## src/hw/rtl/bpd_pkg.sv

```systemverilog
// Shared types and constants of the byte-pair decompressor.
`default_nettype none
package bpd_pkg;

   localparam int CODE_COUNT = 256;
   localparam logic [7:0] LITERAL_RUN_BASE = 8'd127;

   localparam logic [1:0] STATUS_OK       = 2'd0;
   localparam logic [1:0] STATUS_TRUNC    = 2'd1;
   localparam logic [1:0] STATUS_OVERFLOW = 2'd2;

   typedef struct packed {
      logic       left_we;
      logic       right_we;
      logic       clear;
      logic [7:0] addr;
      logic [7:0] data;
   } tbl_wr_type;

endpackage
`default_nettype wire

```

## src/hw/rtl/bpd_parser.sv

```systemverilog
// Stream parser: header skip, pair table load, data length and data byte dispatch.
`default_nettype none
module bpd_parser (
   input  wire logic                clock,
   input  wire logic                reset,
   input  wire logic                accept,
   input  wire logic [7:0]          data_byte,
   input  wire logic                stream_end,
   output bpd_pkg::tbl_wr_type      tbl_wr,
   output logic                     start
);

   localparam logic [2:0] PH_HEADER = 3'd0;
   localparam logic [2:0] PH_COUNT  = 3'd1;
   localparam logic [2:0] PH_LEFT   = 3'd2;
   localparam logic [2:0] PH_RIGHT  = 3'd3;
   localparam logic [2:0] PH_LEN_HI = 3'd4;
   localparam logic [2:0] PH_LEN_LO = 3'd5;
   localparam logic [2:0] PH_DATA   = 3'd6;

   logic [2:0]  phase_ff, phase_in;
   logic [1:0]  hdr_ff, hdr_in;
   logic [8:0]  pos_ff, pos_in;
   logic [7:0]  ent_ff, ent_in;
   logic [15:0] rem_ff, rem_in;
   logic [7:0]  len_hi_ff, len_hi_in;

   logic [9:0]  pos_sum;
   logic [8:0]  fin_pos;
   logic [7:0]  ent_dec;
   logic [15:0] rem_dec;
   logic [15:0] new_len;
   logic        is_skip;

   assign is_skip = data_byte > bpd_pkg::LITERAL_RUN_BASE;
   assign pos_sum = {1'b0, pos_ff}
                    + (is_skip ? ({2'b00, data_byte} - {2'b00, bpd_pkg::LITERAL_RUN_BASE})
                               : 10'd0);
   assign fin_pos = pos_ff + 9'd1;
   assign ent_dec = (ent_ff != 8'd0) ? ent_ff - 8'd1 : 8'd0;
   assign rem_dec = (rem_ff != 16'd0) ? rem_ff - 16'd1 : 16'd0;
   assign new_len = {len_hi_ff, data_byte};

   always_comb begin
      phase_in  = phase_ff;
      hdr_in    = hdr_ff;
      pos_in    = pos_ff;
      ent_in    = ent_ff;
      rem_in    = rem_ff;
      len_hi_in = len_hi_ff;
      tbl_wr    = '0;
      start     = 1'b0;
      tbl_wr.addr = pos_ff[7:0];
      tbl_wr.data = data_byte;

      if (accept) begin
         unique case (phase_ff)
            PH_HEADER: begin
               if (hdr_ff == 2'd3) begin
                  hdr_in       = 2'd0;
                  pos_in       = 9'd0;
                  ent_in       = 8'd0;
                  phase_in     = PH_COUNT;
                  tbl_wr.clear = 1'b1;
               end else begin
                  hdr_in = hdr_ff + 2'd1;
               end
            end
            PH_COUNT: begin
               ent_in = is_skip ? 8'd1 : data_byte + 8'd1;
               if (pos_sum >= 10'(bpd_pkg::CODE_COUNT)) begin
                  pos_in   = 9'(bpd_pkg::CODE_COUNT);
                  ent_in   = 8'd0;
                  phase_in = PH_LEN_HI;
               end else begin
                  pos_in   = pos_sum[8:0];
                  phase_in = PH_LEFT;
               end
            end
            PH_LEFT, PH_RIGHT: begin
               if (phase_ff == PH_LEFT) begin
                  tbl_wr.left_we = 1'b1;
               end else begin
                  tbl_wr.right_we = 1'b1;
               end
               if (phase_ff == PH_LEFT && data_byte != pos_ff[7:0]) begin
                  phase_in = PH_RIGHT;
               end else begin
                  pos_in = fin_pos;
                  ent_in = ent_dec;
                  if (fin_pos >= 9'(bpd_pkg::CODE_COUNT)) begin
                     phase_in = PH_LEN_HI;
                  end else if (ent_dec == 8'd0) begin
                     phase_in = PH_COUNT;
                  end else begin
                     phase_in = PH_LEFT;
                  end
               end
            end
            PH_LEN_HI: begin
               len_hi_in = data_byte;
               phase_in  = PH_LEN_LO;
            end
            PH_LEN_LO: begin
               rem_in = new_len;
               if (new_len == 16'd0) begin
                  pos_in       = 9'd0;
                  ent_in       = 8'd0;
                  phase_in     = PH_COUNT;
                  tbl_wr.clear = 1'b1;
               end else begin
                  phase_in = PH_DATA;
               end
            end
            PH_DATA: begin
               start  = 1'b1;
               rem_in = rem_dec;
               if (rem_dec == 16'd0) begin
                  pos_in       = 9'd0;
                  ent_in       = 8'd0;
                  phase_in     = PH_COUNT;
                  tbl_wr.clear = 1'b1;
               end
            end
            default: begin
               phase_in = PH_HEADER;
               hdr_in   = 2'd0;
            end
         endcase
         if (stream_end) begin
            phase_in = PH_HEADER;
            hdr_in   = 2'd0;
            pos_in   = 9'd0;
            ent_in   = 8'd0;
            rem_in   = 16'd0;
         end
      end
   end

   always_ff @(posedge clock) begin
      if (reset) begin
         phase_ff  <= PH_HEADER;
         hdr_ff    <= 2'd0;
         pos_ff    <= 9'd0;
         ent_ff    <= 8'd0;
         rem_ff    <= 16'd0;
         len_hi_ff <= 8'd0;
      end else begin
         phase_ff  <= phase_in;
         hdr_ff    <= hdr_in;
         pos_ff    <= pos_in;
         ent_ff    <= ent_in;
         rem_ff    <= rem_in;
         len_hi_ff <= len_hi_in;
      end
   end

endmodule
`default_nettype wire

```

## config.mk

```make
export PLATFORM = sky130hd
export DESIGN_NAME = bpd_parser
export DESIGN_NICKNAME = d
export VERILOG_FILES = /design/src/hw/rtl/bpd_pkg.sv /design/src/hw/rtl/bpd_parser.sv
export SDC_FILE = /design/constraint.sdc
export NUM_CORES = 1
export LEC_CHECK = 0
export BUFFER_PORTS_ARGS = -buffer_cell sky130_fd_sc_hd__buf_4
export CORE_UTILIZATION = 65
export CTS_BUF_LIST = sky130_fd_sc_hd__clkbuf_8
export DETAILED_ROUTE_END_ITERATION = 8
export PLACE_DENSITY = 0.95
export SLEW_MARGIN = 10
export SYNTH_ARGS = -nofsm -noshare
export SYNTH_HDL_FRONTEND = slang
export SYNTH_SLANG_ARGS = --single-unit
```

## constraint.sdc

```tcl
create_clock -name clock -period 8.02 [get_ports clock]
set_input_delay 0.802 -clock clock [delete_from_list [all_inputs] [get_ports clock]]
set_output_delay 0.802 -clock clock [all_outputs]
set_load 0.01 [all_outputs]
```

==> impl_results.md, run 1 <==
- Share of power burned in registers: 46.2%
- Area after detailed placement: 3995 um^2
- Synthesized Nets: approximately 560
- Area Growth Syn to Fin: 4.254%
- Post-layout utilization of the core: between 70% and 80%
- Commonest cells in the netlist: sky130_fd_sc_hd__nor2_1, sky130_fd_sc_hd__dfxtp_1, sky130_fd_sc_hd__nand2_1
- Total area of sequential cells: between 900 and 1000 um^2
- Final standard cell count with taps included and fillers excluded: ~590
- Setup skew after layout: approximately 0.016 ns
- Gate power share: roughly 18%
- Die ar.: between 6000 and 7000 um^2
- Worst min path class: reg2reg
- Post-synth ARST share: 0%
- Clk Latency, worst-skew pair: about 0.32 ns
- Number of different library cells in the post-synthesis netlist: 62
- Total via count after detailed routing: about 4000
- DRC violation count after routing: 0
- CP cell instances: buf_4, and4_1, and4_1, nor2b_1, nor2_1, inv_1, nand2_1, inv_1, ha_1, a21oi_1, o211ai_1, a211oi_1, xor2_1, nand3_1, o32ai_1, a22o_1
- GR Util All Layers: roughly a third
- Area taken by multi-input logic gates: 2676 um^2
- Dominant register cell in the synthesized netlist: sky130_fd_sc_hd__dfxtp_1
- Switching power share of the total: 29.77%
- Most repeated cell in the gate-level netlist after synthesis: sky130_fd_sc_hd__nor2_1
- Core outline area: between 5000 and 6000 um^2
- Count of buffers added by post-CTS timing repair for setup: 0
- Critical path data required time: 8.28 ns
- Number of clock buffers inserted by TritonCTS: 5
- Critical path start-end classification: in2reg
- Total instance count after detailed placement: ~580
- Number of primary I/O pins: 32
- Arrival @ worst endpoint: 4.49 ns
- Count of cells resized by post-cts repair: 0
- WL/cell: roughly 18 um
- Aggregate negative setup slack: 0 ns
- Wire length of the first global-routing pass: 17.04 mm
- CTS Root Cell: sky130_fd_sc_hd__clkbuf_8
- Setup-failing EPs final: 0
- First-iteration detailed-routing DRC count: 560
- Largest net degree at the start of global routing: 40
- Worst hold path depth: 2
- TritonCTS clock tree: yes
- Post-detailed-placement half-perimeter wirelength: roughly 7.6 mm
- Fraction of layout cells with a size suffix above 1: about 10%
- Clock tree sinks: 46
- Deepest level of the CTS H-tree: 2
- Post-CTS clock slew at the launch and capture registers of the worst setup and hold paths: 0.09 ns
- Critical path peak fanout: 17
- Number of enable flip-flop cells after synthesis: 0
- Final period demand of the worst path: approximately 4.2 ns
- Number of storage elements in the synthesis netlist: 46
- Cell with the largest stage delay on the worst path: sky130_fd_sc_hd__nand3_1
- Number of max-cap violations: 0
- Num rows: 27
- Final hold viol count: 0
- Number of nets with antenna violations after routing: 0
- Via count of the first global-routing pass: about 3500
- Worst Max-Slew Pin Slew: around 1.2 ns
- Proportion of synthesized chip area in sequential cells: 23.37%
- Kind of start point of the critical path: input port
- Mean instance size in the synthesized netlist: about 7.5 um^2
- Fraction of power consumed by the clock network: a little over a third
- Floorplan die width: around 80 um
- Run status: finished clean
- RSZ-0062 raised after global routing: no
- Chip height: between 70 and 80 um
- Slack of the worst reg-to-reg path: 4.55 ns
- Starting density of the core: 69.44%
- Leading area contributor after synthesis: sky130_fd_sc_hd__dfxtp_1
- Internal: approximately 0.36 mW
- Number of standard cells after synthesis: 526
- Worst hold slack after final layout: about 0.5 ns
- Slowest Stage Delay on Critical Path: a little over 0.5 ns
- # fillers: 431
- Kind of end point of the critical path: register
- Post-route cell area: between 4000 and 5000 um^2
- Number of max-slew violations in the final report: 0
- Proportion of netlist area held by the largest area contributor: 23.37%
- Maximum clock frequency: between 0.2 and 0.25 GHz
- Detailed-route wire length: around 11 mm
- Power per cell area: around 120 nW/um^2
- Synth area leaders: sky130_fd_sc_hd__dfxtp_1, sky130_fd_sc_hd__nor2_1, sky130_fd_sc_hd__xnor2_1
- Worst r2r path cells: 9
- NumNets Final: approximately 540
- Net Sw Power: 0.1513 mW
- Final RePlAce weighted congestion: roughly 0.95
- Number of antenna violations at the first check in global routing: 0
- Rel. slew slack: 18.48%
- First drt pass iteration count: 6
- Number of diodes: 0
- Post-DR vias/cell: slightly below 7
- Netlist area before placement: ~4000 um^2
- Global-route congestion overflow total: 0
- Highest ir drop seen on vdd: 0.1115 mV
- Ratio of final minimum period to clock period: between 50% and 60%
- Number of warnings issued by yosys: 0
- Leakage power figure: around 1.6 nW
- Port-buffer cells: 31
- Number of buffers between clock root and the deepest sink: 2
- Number of buffers added to fix hold violations after cts: 0
cell type report:
| cell class | count | area share, % |
|---|---|---|
| clock buffer | 5 | 1.675 |
| tap | 72 | 2.192 |
| inverter | 20 | 1.827 |
| timing repair buffer | 31 | 5.664 |
| sequential | 46 | 22.41 |
| multi-input combinational | 409 | 65.13 |
| clock inverter | 3 | 1.096 |
worst max-delay path, delay by kind of cell:
kind                       cells  cell delay [ns]
and+or+nand+nor                6             1.59
AOI/OAI and AO/OA              5             1.30
buffers and inverters          3             0.31
adders and majority gates      1             0.27
xor gates and xnor gates       1             0.21
flip-flops by register name (all words and copies together) (netlist names):
signal and cells:
ent_ff 8, hdr_ff 2, len_hi_ff 8, phase_ff 3, pos_ff 9, rem_ff 16
worst paths after layout:
path	startpoint	endpoint
worst max register to register	rem_ff[0]	ent_ff[1]
worst max-delay path	data_byte[4]	ent_ff[6]
worst min-delay path	hdr_ff[0]	hdr_ff[0]
worst min register to register	hdr_ff[0]	hdr_ff[0]
metrics by stage:
step / worst slack (ns) / total power, mW
CTS: 3.876 / 0.5054
global placement: 3.789 / 0.3234
detailed placement: 3.533 / 0.3259
global route: 3.492 / 0.5262
finish: 3.789 / 0.5083
floorplan: 3.898 / 0.3061
logic make-up after synthesis:
family | synth area share, %
AOI/OAI and AO/OA | 23.90
xor gates and xnor gates | 7.111
buffers and inverters | 8.730
adders and majority gates | 5.587
DFF | 23.36
and+or+nand+nor | 28.25
muxes | 3.048
metal layers:
metal,global-route usage (%),up-vias,wire (um)
li1,-,1863,-
met4,10.71,0,230
met2,50.17,251,4569
met1,48.99,1895,4558
met3,8.000,29,1239
met5,0,-,0
power by group through the flow:
stage | combinational (mW) | sequential [mW] | clock (mW)
4_1_cts | 0.0868 | 0.235 | 0.184
5_1_grt | 0.0970 | 0.235 | 0.194
6_report | 0.0891 | 0.235 | 0.184
3_5_place_dp | 0.0861 | 0.240 | 0
3_3_place_gp | 0.0838 | 0.240 | 0
2_1_floorplan | 0.0697 | 0.236 | 0
cell usage in the layout, fill, tap and decap left out, types with 6 or more instances in the layout:
| cell type | count |
|---|---|
| sky130_fd_sc_hd__o211ai_1 | 6 |
| sky130_fd_sc_hd__nor4_1 | 6 |
| sky130_fd_sc_hd__nor2_1 | 69 |
| sky130_fd_sc_hd__xor2_1 | 9 |
| sky130_fd_sc_hd__ha_1 | 16 |
| sky130_fd_sc_hd__nand2_1 | 42 |
| sky130_fd_sc_hd__nor3_1 | 21 |
| sky130_fd_sc_hd__a21oi_1 | 13 |
| sky130_fd_sc_hd__mux2i_1 | 12 |
| sky130_fd_sc_hd__nand4_1 | 6 |
| sky130_fd_sc_hd__nand2b_1 | 8 |
| sky130_fd_sc_hd__o31ai_1 | 8 |
| sky130_fd_sc_hd__inv_1 | 19 |
| sky130_fd_sc_hd__or3_1 | 8 |
| sky130_fd_sc_hd__nand3_1 | 16 |
| sky130_fd_sc_hd__o21ai_0 | 29 |
| sky130_fd_sc_hd__xnor2_1 | 23 |
| sky130_fd_sc_hd__buf_4 | 31 |
| sky130_fd_sc_hd__nor2b_1 | 6 |
| sky130_fd_sc_hd__a22oi_1 | 16 |
| sky130_fd_sc_hd__a22o_1 | 11 |
| sky130_fd_sc_hd__dfxtp_1 | 46 |
No activity file was read; power rests on OpenSTA's default activity.
==> run 2: changes to the inputs <==
Settings changed: CORE_UTILIZATION 65 to 63, PLACE_DENSITY 0.95 to 0.94.
Clock period 8.02 ns to 4.4 ns, I/O delays scaled along.
==> impl_results.md, run 2 (synthesis results as in run 1) <==
- NumNets Final: 544 (+0.37%)
- Count of buffers added by post-CTS timing repair for setup: 0 (unchanged)
- Total via count after detailed routing: 3986 (-1.3%)
- TritonCTS clock tree: yes
- Power per cell area: 220.4 nW/um^2 (+78%)
- Number of buffers added to fix hold violations after cts: 0 (unchanged)
- Critical path start-end classification: in2reg
- Post-CTS clock slew at the launch and capture registers of the worst setup and hold paths: 0.09 ns (about the same)
- Setup skew after layout: 0.01036 ns (-0.005870 ns)
- Net Sw Power: 0.2602 mW (+72%)
- Number of primary I/O pins: 32 (unchanged)
- Arrival @ worst endpoint: 4.25 ns (-0.24 ns)
- Gate power share: 18.1% (+0.6 points)
- Routed metal-1 wire length: 4.718 mm (+3.5%)
- Number of clock buffers inserted by TritonCTS: 5 (unchanged)
- Ratio of final minimum period to clock period: 90.78%
- Number of nets with antenna violations after routing: 0 (unchanged)
- Kind of end point of the critical path: register
- Starting density of the core: 65.79% (-3.7 points)
- Clock tree sinks: 46 (unchanged)
- Port-buffer cells: 31 (unchanged)
- Final RePlAce weighted congestion: 1.017 (+7.3%)
- Setup-failing EPs final: 0 (unchanged)
- Area Growth Syn to Fin: 4.540%
- Post-layout utilization of the core: 68.78% (-3.6 points)
- Wire length of the first global-routing pass: 17.08 mm (+0.28%)
- Worst min path class: in2reg
- Post-detailed-placement half-perimeter wirelength: 7.954 mm (+5.2%)
- Kind of start point of the critical path: input port
- Highest ir drop seen on vdd: 0.1797 mV (+61%)
- Routed length on met2: 4.962 mm (+8.6%)
- Via count of the first global-routing pass: 3575 (+3.2%)
- Number of antenna violations at the first check in global routing: 0 (unchanged)
- Amount of wire on met3 after detailed routing: 817 um (-34%)
- Num rows: 28 (+3.7%)
- Largest net degree at the start of global routing: 40 (unchanged)
- Final period demand of the worst path: approximately 4.0 ns
- DRC violation count after routing: 0 (unchanged)
- CTS Root Cell: sky130_fd_sc_hd__clkbuf_8
- Global-route congestion overflow total: 0 (unchanged)
- Number of flip-flops under the largest register name: 16 (unchanged)
- Final hold viol count: 0 (unchanged)
- Clk Latency, worst-skew pair: 0.31 ns (about the same)
- Switching power share of the total: 28.65% (-1.1 points)
- Fraction of layout cells with a size suffix above 1: 10.27% (-0.040 points)
- Final standard cell count with taps included and fillers excluded: 591 (+0.85%)
- Deepest level of the CTS H-tree: 2 (unchanged)
- Total instance count after detailed placement: 583 (+0.87%)
- Count of cells resized by post-cts repair: 0 (unchanged)
- WL/cell: 18.33 um (+1.4%)
- Number of max-slew violations in the final report: 0 (unchanged)
- Floorplan die width: 81.10 um (+1.5%)
- Post-DR vias/cell: 6.745 (-2.1%)
- Critical path peak fanout: 15 (-2)
- Top Layer Used: met4
- Aggregate negative setup slack: 0 ns (unchanged)
- Share of power burned in registers: 47.1% (+0.9 points)
- Maximum clock frequency: ~0.25 GHz
- Biggest register: rem_ff
- Core outline area: 5991 um^2 (+5.6%)
- Number of max-cap violations: 0 (unchanged)
- RSZ-0062 raised after global routing: no
- Leakage power figure: 1.608 nW (+1.2%)
- Number of diodes: 0 (unchanged)
- Number of buffers between clock root and the deepest sink: 2 (unchanged)
- Rel. slew slack: 27.81% (+9.3 points)
- Run status: finished clean
- GR Util All Layers: 33.75% (-0.47 points)
- Die ar.: 6576 um^2 (+3.1%)
- Internal: 0.6480 mW (+82%)
- First drt pass iteration count: 7 (+1)
- Fraction of power consumed by the clock network: 34.8% (-1.5 points)
- Worst Max-Slew Pin Slew: 1.079 ns (-0.1357 ns)
- Largest registers in the final layout: rem_ff x16, pos_ff x9
- Critical path data required time: 4.65 ns (-3.63 ns)
- Chip height: 81.10 um (+1.5%)
- Most common library cell in the layout ignoring fill and taps: sky130_fd_sc_hd__nor2_1
- First-iteration detailed-routing DRC count: 406 (-28%)
- Commonest non-fill, non-tap cells in the layout: sky130_fd_sc_hd__nor2_1, sky130_fd_sc_hd__dfxtp_1, sky130_fd_sc_hd__nand2_1, sky130_fd_sc_hd__buf_4, sky130_fd_sc_hd__o21ai_0
- Detailed-route wire length: 10.83 mm (+2.2%)
==> run 2: cell count changes in the layout (fill, tap and decap cells not counted) <==
cell / before / now
sky130_fd_sc_hd__buf_4: 31 / 33
sky130_fd_sc_hd__inv_1: 19 / 21
sky130_fd_sc_hd__clkinvlp_4: 2 / 0
==> run 2: power groups by stage <==
stage | registers [mW] | logic, mW | clock network (mW)
after floorplan | 0.431 | 0.127 | 0
after global placement | 0.437 | 0.156 | 0
after detailed placement | 0.437 | 0.160 | 0
after CTS | 0.427 | 0.161 | 0.318
after global routing | 0.428 | 0.179 | 0.327
final | 0.428 | 0.165 | 0.316
==> run 2: area by class of cell <==
class                   count  area, um^2
clock buffers               5       68.82
inverters                  20       75.07
flip-flops and latches     46       920.9
repair buffers             33       247.7
fillers                   500        1871
multi-input cells         409        2676
well taps                  75       93.84
clock inverters             3       37.54
==> run 2: final timing paths <==
| kind | startpoint | end | slack [ns] | cells after the start |
|---|---|---|---|---|
| hold / removal | data_byte[3] | len_hi_ff[3] | 0.45 | 3 |
| setup / recovery | data_byte[5] | ent_ff[3] | 0.41 | 16 |
| setup reg to reg | rem_ff[0] | ent_ff[1] | 1.04 | 9 |
| hold reg to reg | hdr_ff[0] | hdr_ff[0] | 0.48 | 2 |
==> run 2: routing by layer <==
| layer | GRT usage (%) | vias up |
|---|---|---|
| met3 | 5.169 | 39 |
| li1 | - | 1874 |
| met2 | 54.37 | 199 |
| met1 | 44.60 | 1874 |
| met4 | 14.29 | 0 |
| met5 | 0 | - |
==> run 2: metrics by stage <==
stage	instance area (um^2)	hold WS [ns]	power [mW]	setup WS [ns]
3_5_place_dp	4014	0.4761	0.5969	0.2658
5_1_grt	4120	0.4759	0.9345	0.1656
4_1_cts	4120	0.4538	0.9065	0.5403
6_report	4120	0.4534	0.9082	0.4056
3_3_place_gp	4014	0.4625	0.5932	0.4770
2_1_floorplan	3941	0.4493	0.5580	0.6401
==> run 2: critical path, cell delays in order <==
cell and delay (ns):
sky130_fd_sc_hd__buf_4 0.15, sky130_fd_sc_hd__and4_1 0.25, sky130_fd_sc_hd__and4_1 0.24, sky130_fd_sc_hd__nor2b_1 0.15, sky130_fd_sc_hd__nor2_1 0.36, sky130_fd_sc_hd__inv_1 0.12
sky130_fd_sc_hd__nand2_1 0.14, sky130_fd_sc_hd__inv_1 0.06, sky130_fd_sc_hd__ha_1 0.26, sky130_fd_sc_hd__a21oi_1 0.20, sky130_fd_sc_hd__o211ai_1 0.18, sky130_fd_sc_hd__a211oi_1 0.34
sky130_fd_sc_hd__xor2_1 0.22, sky130_fd_sc_hd__nand3_1 0.46, sky130_fd_sc_hd__nor3_1 0.51, sky130_fd_sc_hd__a211o_1 0.15
==> run 3: changes to the inputs <==
Settings changed: ABC_AREA from default to 1.
==> impl_results.md, run 3 <==
- Wire length of the first global-routing pass: 19.13 mm (+12%)
- Global-route congestion overflow total: 0 (unchanged)
- Deepest level of the CTS H-tree: 2 (unchanged)
- Most prevalent standard cell on the critical path: sky130_fd_sc_hd__nand2_1
- Number of enable flip-flop cells after synthesis: 0 (unchanged)
- Final standard cell count with taps included and fillers excluded: 781 (+32%)
- Largest net degree at the start of global routing: 38 (-5.0%)
- Number of standard cells after synthesis: 705 (+34%)
- Post-route cell area: 4461 um^2 (+8.3%)
- # fillers: 553 (+11%)
- Rel. slew slack: 19.86% (-8.0 points)
- Failing checks: DRC
- Number of warnings issued by yosys: 0 (unchanged)
- Most repeated cell in the gate-level netlist after synthesis: sky130_fd_sc_hd__nand2_1
- Total area of sequential cells: 920.9 um^2 (unchanged)
- Power per cell area: 222.1 nW/um^2 (+0.75%)
- Ratio of final minimum period to clock period: 77.38% (-13 points)
- Number of buffers between clock root and the deepest sink: 2 (unchanged)
- Total Power: 0.9906 mW (+9.1%)
- Most common library cell in the layout ignoring fill and taps: sky130_fd_sc_hd__nand2_1
- Worst min path class: reg2reg
- Arrival @ worst endpoint: 3.65 ns (-0.60 ns)
- Fraction of layout cells with a size suffix above 1: 9.801% (-0.47 points)
- TritonCTS clock tree: yes
- DRC violation count after routing: 2 (+2)
- Maximum clock frequency: 0.2937 GHz (+17%)
- Total via count after detailed routing: 4621 (+16%)
- Final RePlAce weighted congestion: 0.9121 (-10%)
- Met3 global-route usage: 4.253% (-0.92 points)
- Number of antenna violations at the first check in global routing: 0 (unchanged)
- Count of buffers added by post-CTS timing repair for setup: 0 (unchanged)
- Commonest cells in the netlist: sky130_fd_sc_hd__nand2_1, sky130_fd_sc_hd__nor2_1, sky130_fd_sc_hd__inv_1
- Post-layout utilization of the core: 69.45% (+0.68 points)
- Number of clock buffers inserted by TritonCTS: 5 (unchanged)
- Number of nets with antenna violations after routing: 0 (unchanged)
- Highest ir drop seen on vdd: 0.1370 mV (-24%)
- Netlist area before placement: 4242 um^2 (+7.6%)
- Synthesized Nets: 734 (+32%)
- Post-DR vias/cell: 5.917 (-12%)
- RSZ-0062 raised after global routing: no
- NumNets Final: 733 (+35%)
- GR Layer Usage met2: 57.97% (+3.6 points)
- Kind of start point of the critical path: input port
- Synth area leaders: sky130_fd_sc_hd__dfxtp_1, sky130_fd_sc_hd__nand2_1, sky130_fd_sc_hd__a21oi_1
- Critical path peak fanout: 18 (+3)
- Dominant register cell in the synthesized netlist: sky130_fd_sc_hd__dfxtp_1
- Proportion of synthesized chip area in sequential cells: 21.71% (-1.7 points)
- Critical path start-end classification: in2reg
- Number of max-slew violations in the final report: 0 (unchanged)
- Num rows: 29 (+3.6%)
- Count of cells resized by post-cts repair: 0 (unchanged)
- Area taken by multi-input logic gates: 2770 um^2 (+3.5%)
- Number of buffers added to fix hold violations after cts: 0 (unchanged)
- Chip height: 84.05 um (+3.6%)
- First drt pass iteration count: 7 (unchanged)
- Final hold viol count: 0 (unchanged)
- Detailed-route wire length: 11.19 mm (+3.3%)
- Number of primary I/O pins: 32 (unchanged)
- Largest registers in the final layout: rem_ff x16, pos_ff x9
- Kind of end point of the critical path: register
- Proportion of netlist area held by the largest area contributor: 21.71% (-1.7 points)
- Via count of the first global-routing pass: 4347 (+22%)
- Post-placement setup slack: 0.3400 ns (+0.07419 ns)
- Total instance count after detailed placement: 774 (+33%)
- Number of diodes: 0 (unchanged)
- Post-detailed-placement half-perimeter wirelength: 8.221 mm (+3.4%)
- Number of max-cap violations: 0 (unchanged)
- Clk Latency, worst-skew pair: 0.31 ns (about the same)
- WL/cell: 14.33 um (-22%)
- Die ar.: 7064 um^2 (+7.4%)
- Starting density of the core: 66.04% (+0.25 points)
- Setup skew after layout: 0.007200 ns (-0.003156 ns)
- Critical path data required time: 4.64 ns (about the same)
- Leakage power figure: 1.951 nW (+21%)
- GR Util All Layers: 32.71% (-1.0 points)
- First-iteration detailed-routing DRC count: 359 (-12%)
- Number of flip-flops under the largest register name: 16 (unchanged)
- Setup-failing EPs final: 0 (unchanged)
- Grt peak-use layer: met2
- Slowest Stage Delay on Critical Path: 0.63 ns (+0.12 ns)
- Clock tree sinks: 46 (unchanged)
- Biggest register: rem_ff
- Mean instance size in the synthesized netlist: 6.016 um^2 (-20%)
- CTS Root Cell: sky130_fd_sc_hd__clkbuf_8
- Post-synth ARST share: 0% (unchanged)
- Number of storage elements in the synthesis netlist: 46 (unchanged)
- Cell with the largest stage delay on the worst path: sky130_fd_sc_hd__xnor2_2
- Aggregate negative setup slack: 0 ns (unchanged)
- Core outline area: 6422 um^2 (+7.2%)
- Run status: finished, violations left
- Final period demand of the worst path: 3.405 ns (-0.5898 ns)
- Worst Max-Slew Pin Slew: 1.198 ns (+0.1188 ns)
- Floorplan die width: 84.05 um (+3.6%)
- Post-route worst setup slack: 0.9955 ns (+0.5898 ns)
- Cell family with the largest share of critical-path delay: simple AND/OR/NAND/NOR gates
- CP cell instances: buf_4, ha_1, nand3_1, or2_1, nand2_1, nor2_1, ha_1, inv_1, fa_1, inv_1, nand3_1, nand2_1, nand2_1, nand2_1, xnor2_2, nand4_1, a21oi_1, nand2_1, a21oi_1
- Area Growth Syn to Fin: 5.162%
- Worst hold slack after final layout: 0.4777 ns (+0.02434 ns)
- Area after detailed placement: 4340 um^2 (+8.1%)
- Port-buffer cells: 31 (unchanged)
- Number of different library cells in the post-synthesis netlist: 41 (-34%)
- Commonest non-fill, non-tap cells in the layout: sky130_fd_sc_hd__nand2_1, sky130_fd_sc_hd__nor2_1, sky130_fd_sc_hd__inv_1, sky130_fd_sc_hd__a21oi_1, sky130_fd_sc_hd__nand3_1
- Total buffers and inverters traversed by the critical path: 3 (unchanged)
- Post-CTS clock slew at the launch and capture registers of the worst setup and hold paths: 0.09 ns (about the same)
- Fraction of met1 tracks used by global routing: 38.89% (-5.7 points)
- Leading area contributor after synthesis: sky130_fd_sc_hd__dfxtp_1
[run 3: changes by cell type after synthesis, moves of 11 or more]
cell / previous run / this run
sky130_fd_sc_hd__nand2_1: 42 / 179
sky130_fd_sc_hd__nor2_1: 69 / 80
sky130_fd_sc_hd__mux2i_1: 12 / 0
sky130_fd_sc_hd__clkbuf_1: 31 / 12
sky130_fd_sc_hd__a22oi_1: 16 / 0
sky130_fd_sc_hd__nand3_1: 16 / 54
sky130_fd_sc_hd__nor3_1: 21 / 8
sky130_fd_sc_hd__a21oi_1: 13 / 70
sky130_fd_sc_hd__a22o_1: 11 / 0
sky130_fd_sc_hd__inv_1: 19 / 79
sky130_fd_sc_hd__nand4_1: 6 / 29
sky130_fd_sc_hd__xnor2_1: 23 / 9
[run 3: worst paths after layout]
kind | from | to | slack [ns] | cells after the start
setup reg to reg | phase_ff[2] | rem_ff[12] | 1.71 | 10
hold reg to reg | len_hi_ff[0] | len_hi_ff[0] | 0.48 | 2
setup / recovery | data_byte[0] | pos_ff[0] | 1.0 | 19
hold / removal | len_hi_ff[0] | len_hi_ff[0] | 0.48 | 2
[run 3: routing by layer]
| layer | up-vias | share of wire, % |
|---|---|---|
| met5 | - | 0 |
| met4 | 0 | 3.8 |
| met3 | 40 | 6.8 |
| met2 | 210 | 49 |
| met1 | 2076 | 41 |
| li1 | 2295 | - |
[run 3: kinds of logic (layout without fill, tap and decap cells)]
kind of cell / Yosys count / in the layout / synth area share [%]
DFF: 46 / 46 / 21.71
and+or+nand+nor: 369 / 369 / 38.20
adders and majority gates: 17 / 17 / 5.192
xor gates and xnor gates: 21 / 21 / 4.336
buffers and inverters: 123 / 122 / 13.16
AOI/OAI and AO/OA: 129 / 129 / 17.40
[run 3: cell type report]
| cell class | instances | share of cell area [%] |
|---|---|---|
| timing repair buffer | 33 | 5.554 |
| clock inverter | 1 | 0.6732 |
| multi-input combinational | 536 | 62.10 |
| sequential | 46 | 20.65 |
| inverter | 82 | 7.013 |
| clock buffer | 6 | 1.851 |
| tap | 77 | 2.160 |
[run 3: worst reg2reg max path: cells and delay by family, from the launching register on]
kind / cells / cell delay (ns)
AND/OR/NAND/NOR: 2 / 0.85
buffers and inverters: 4 / 0.78
AO/OA/AOI/OAI: 4 / 0.50
flip-flops: 1 / 0.49
[run 3: where the power goes]
| part | switching (mW) | internal [mW] | leakage (nW) | total (mW) |
|---|---|---|---|---|
| logic | 0.155 | 0.0737 | 1.52 | 0.228 |
| registers | 0.00600 | 0.421 | 0.371 | 0.427 |
| clock network | 0.153 | 0.182 | 0.0573 | 0.335 |
| total | 0.314 | 0.677 | 1.95 | 0.991 |
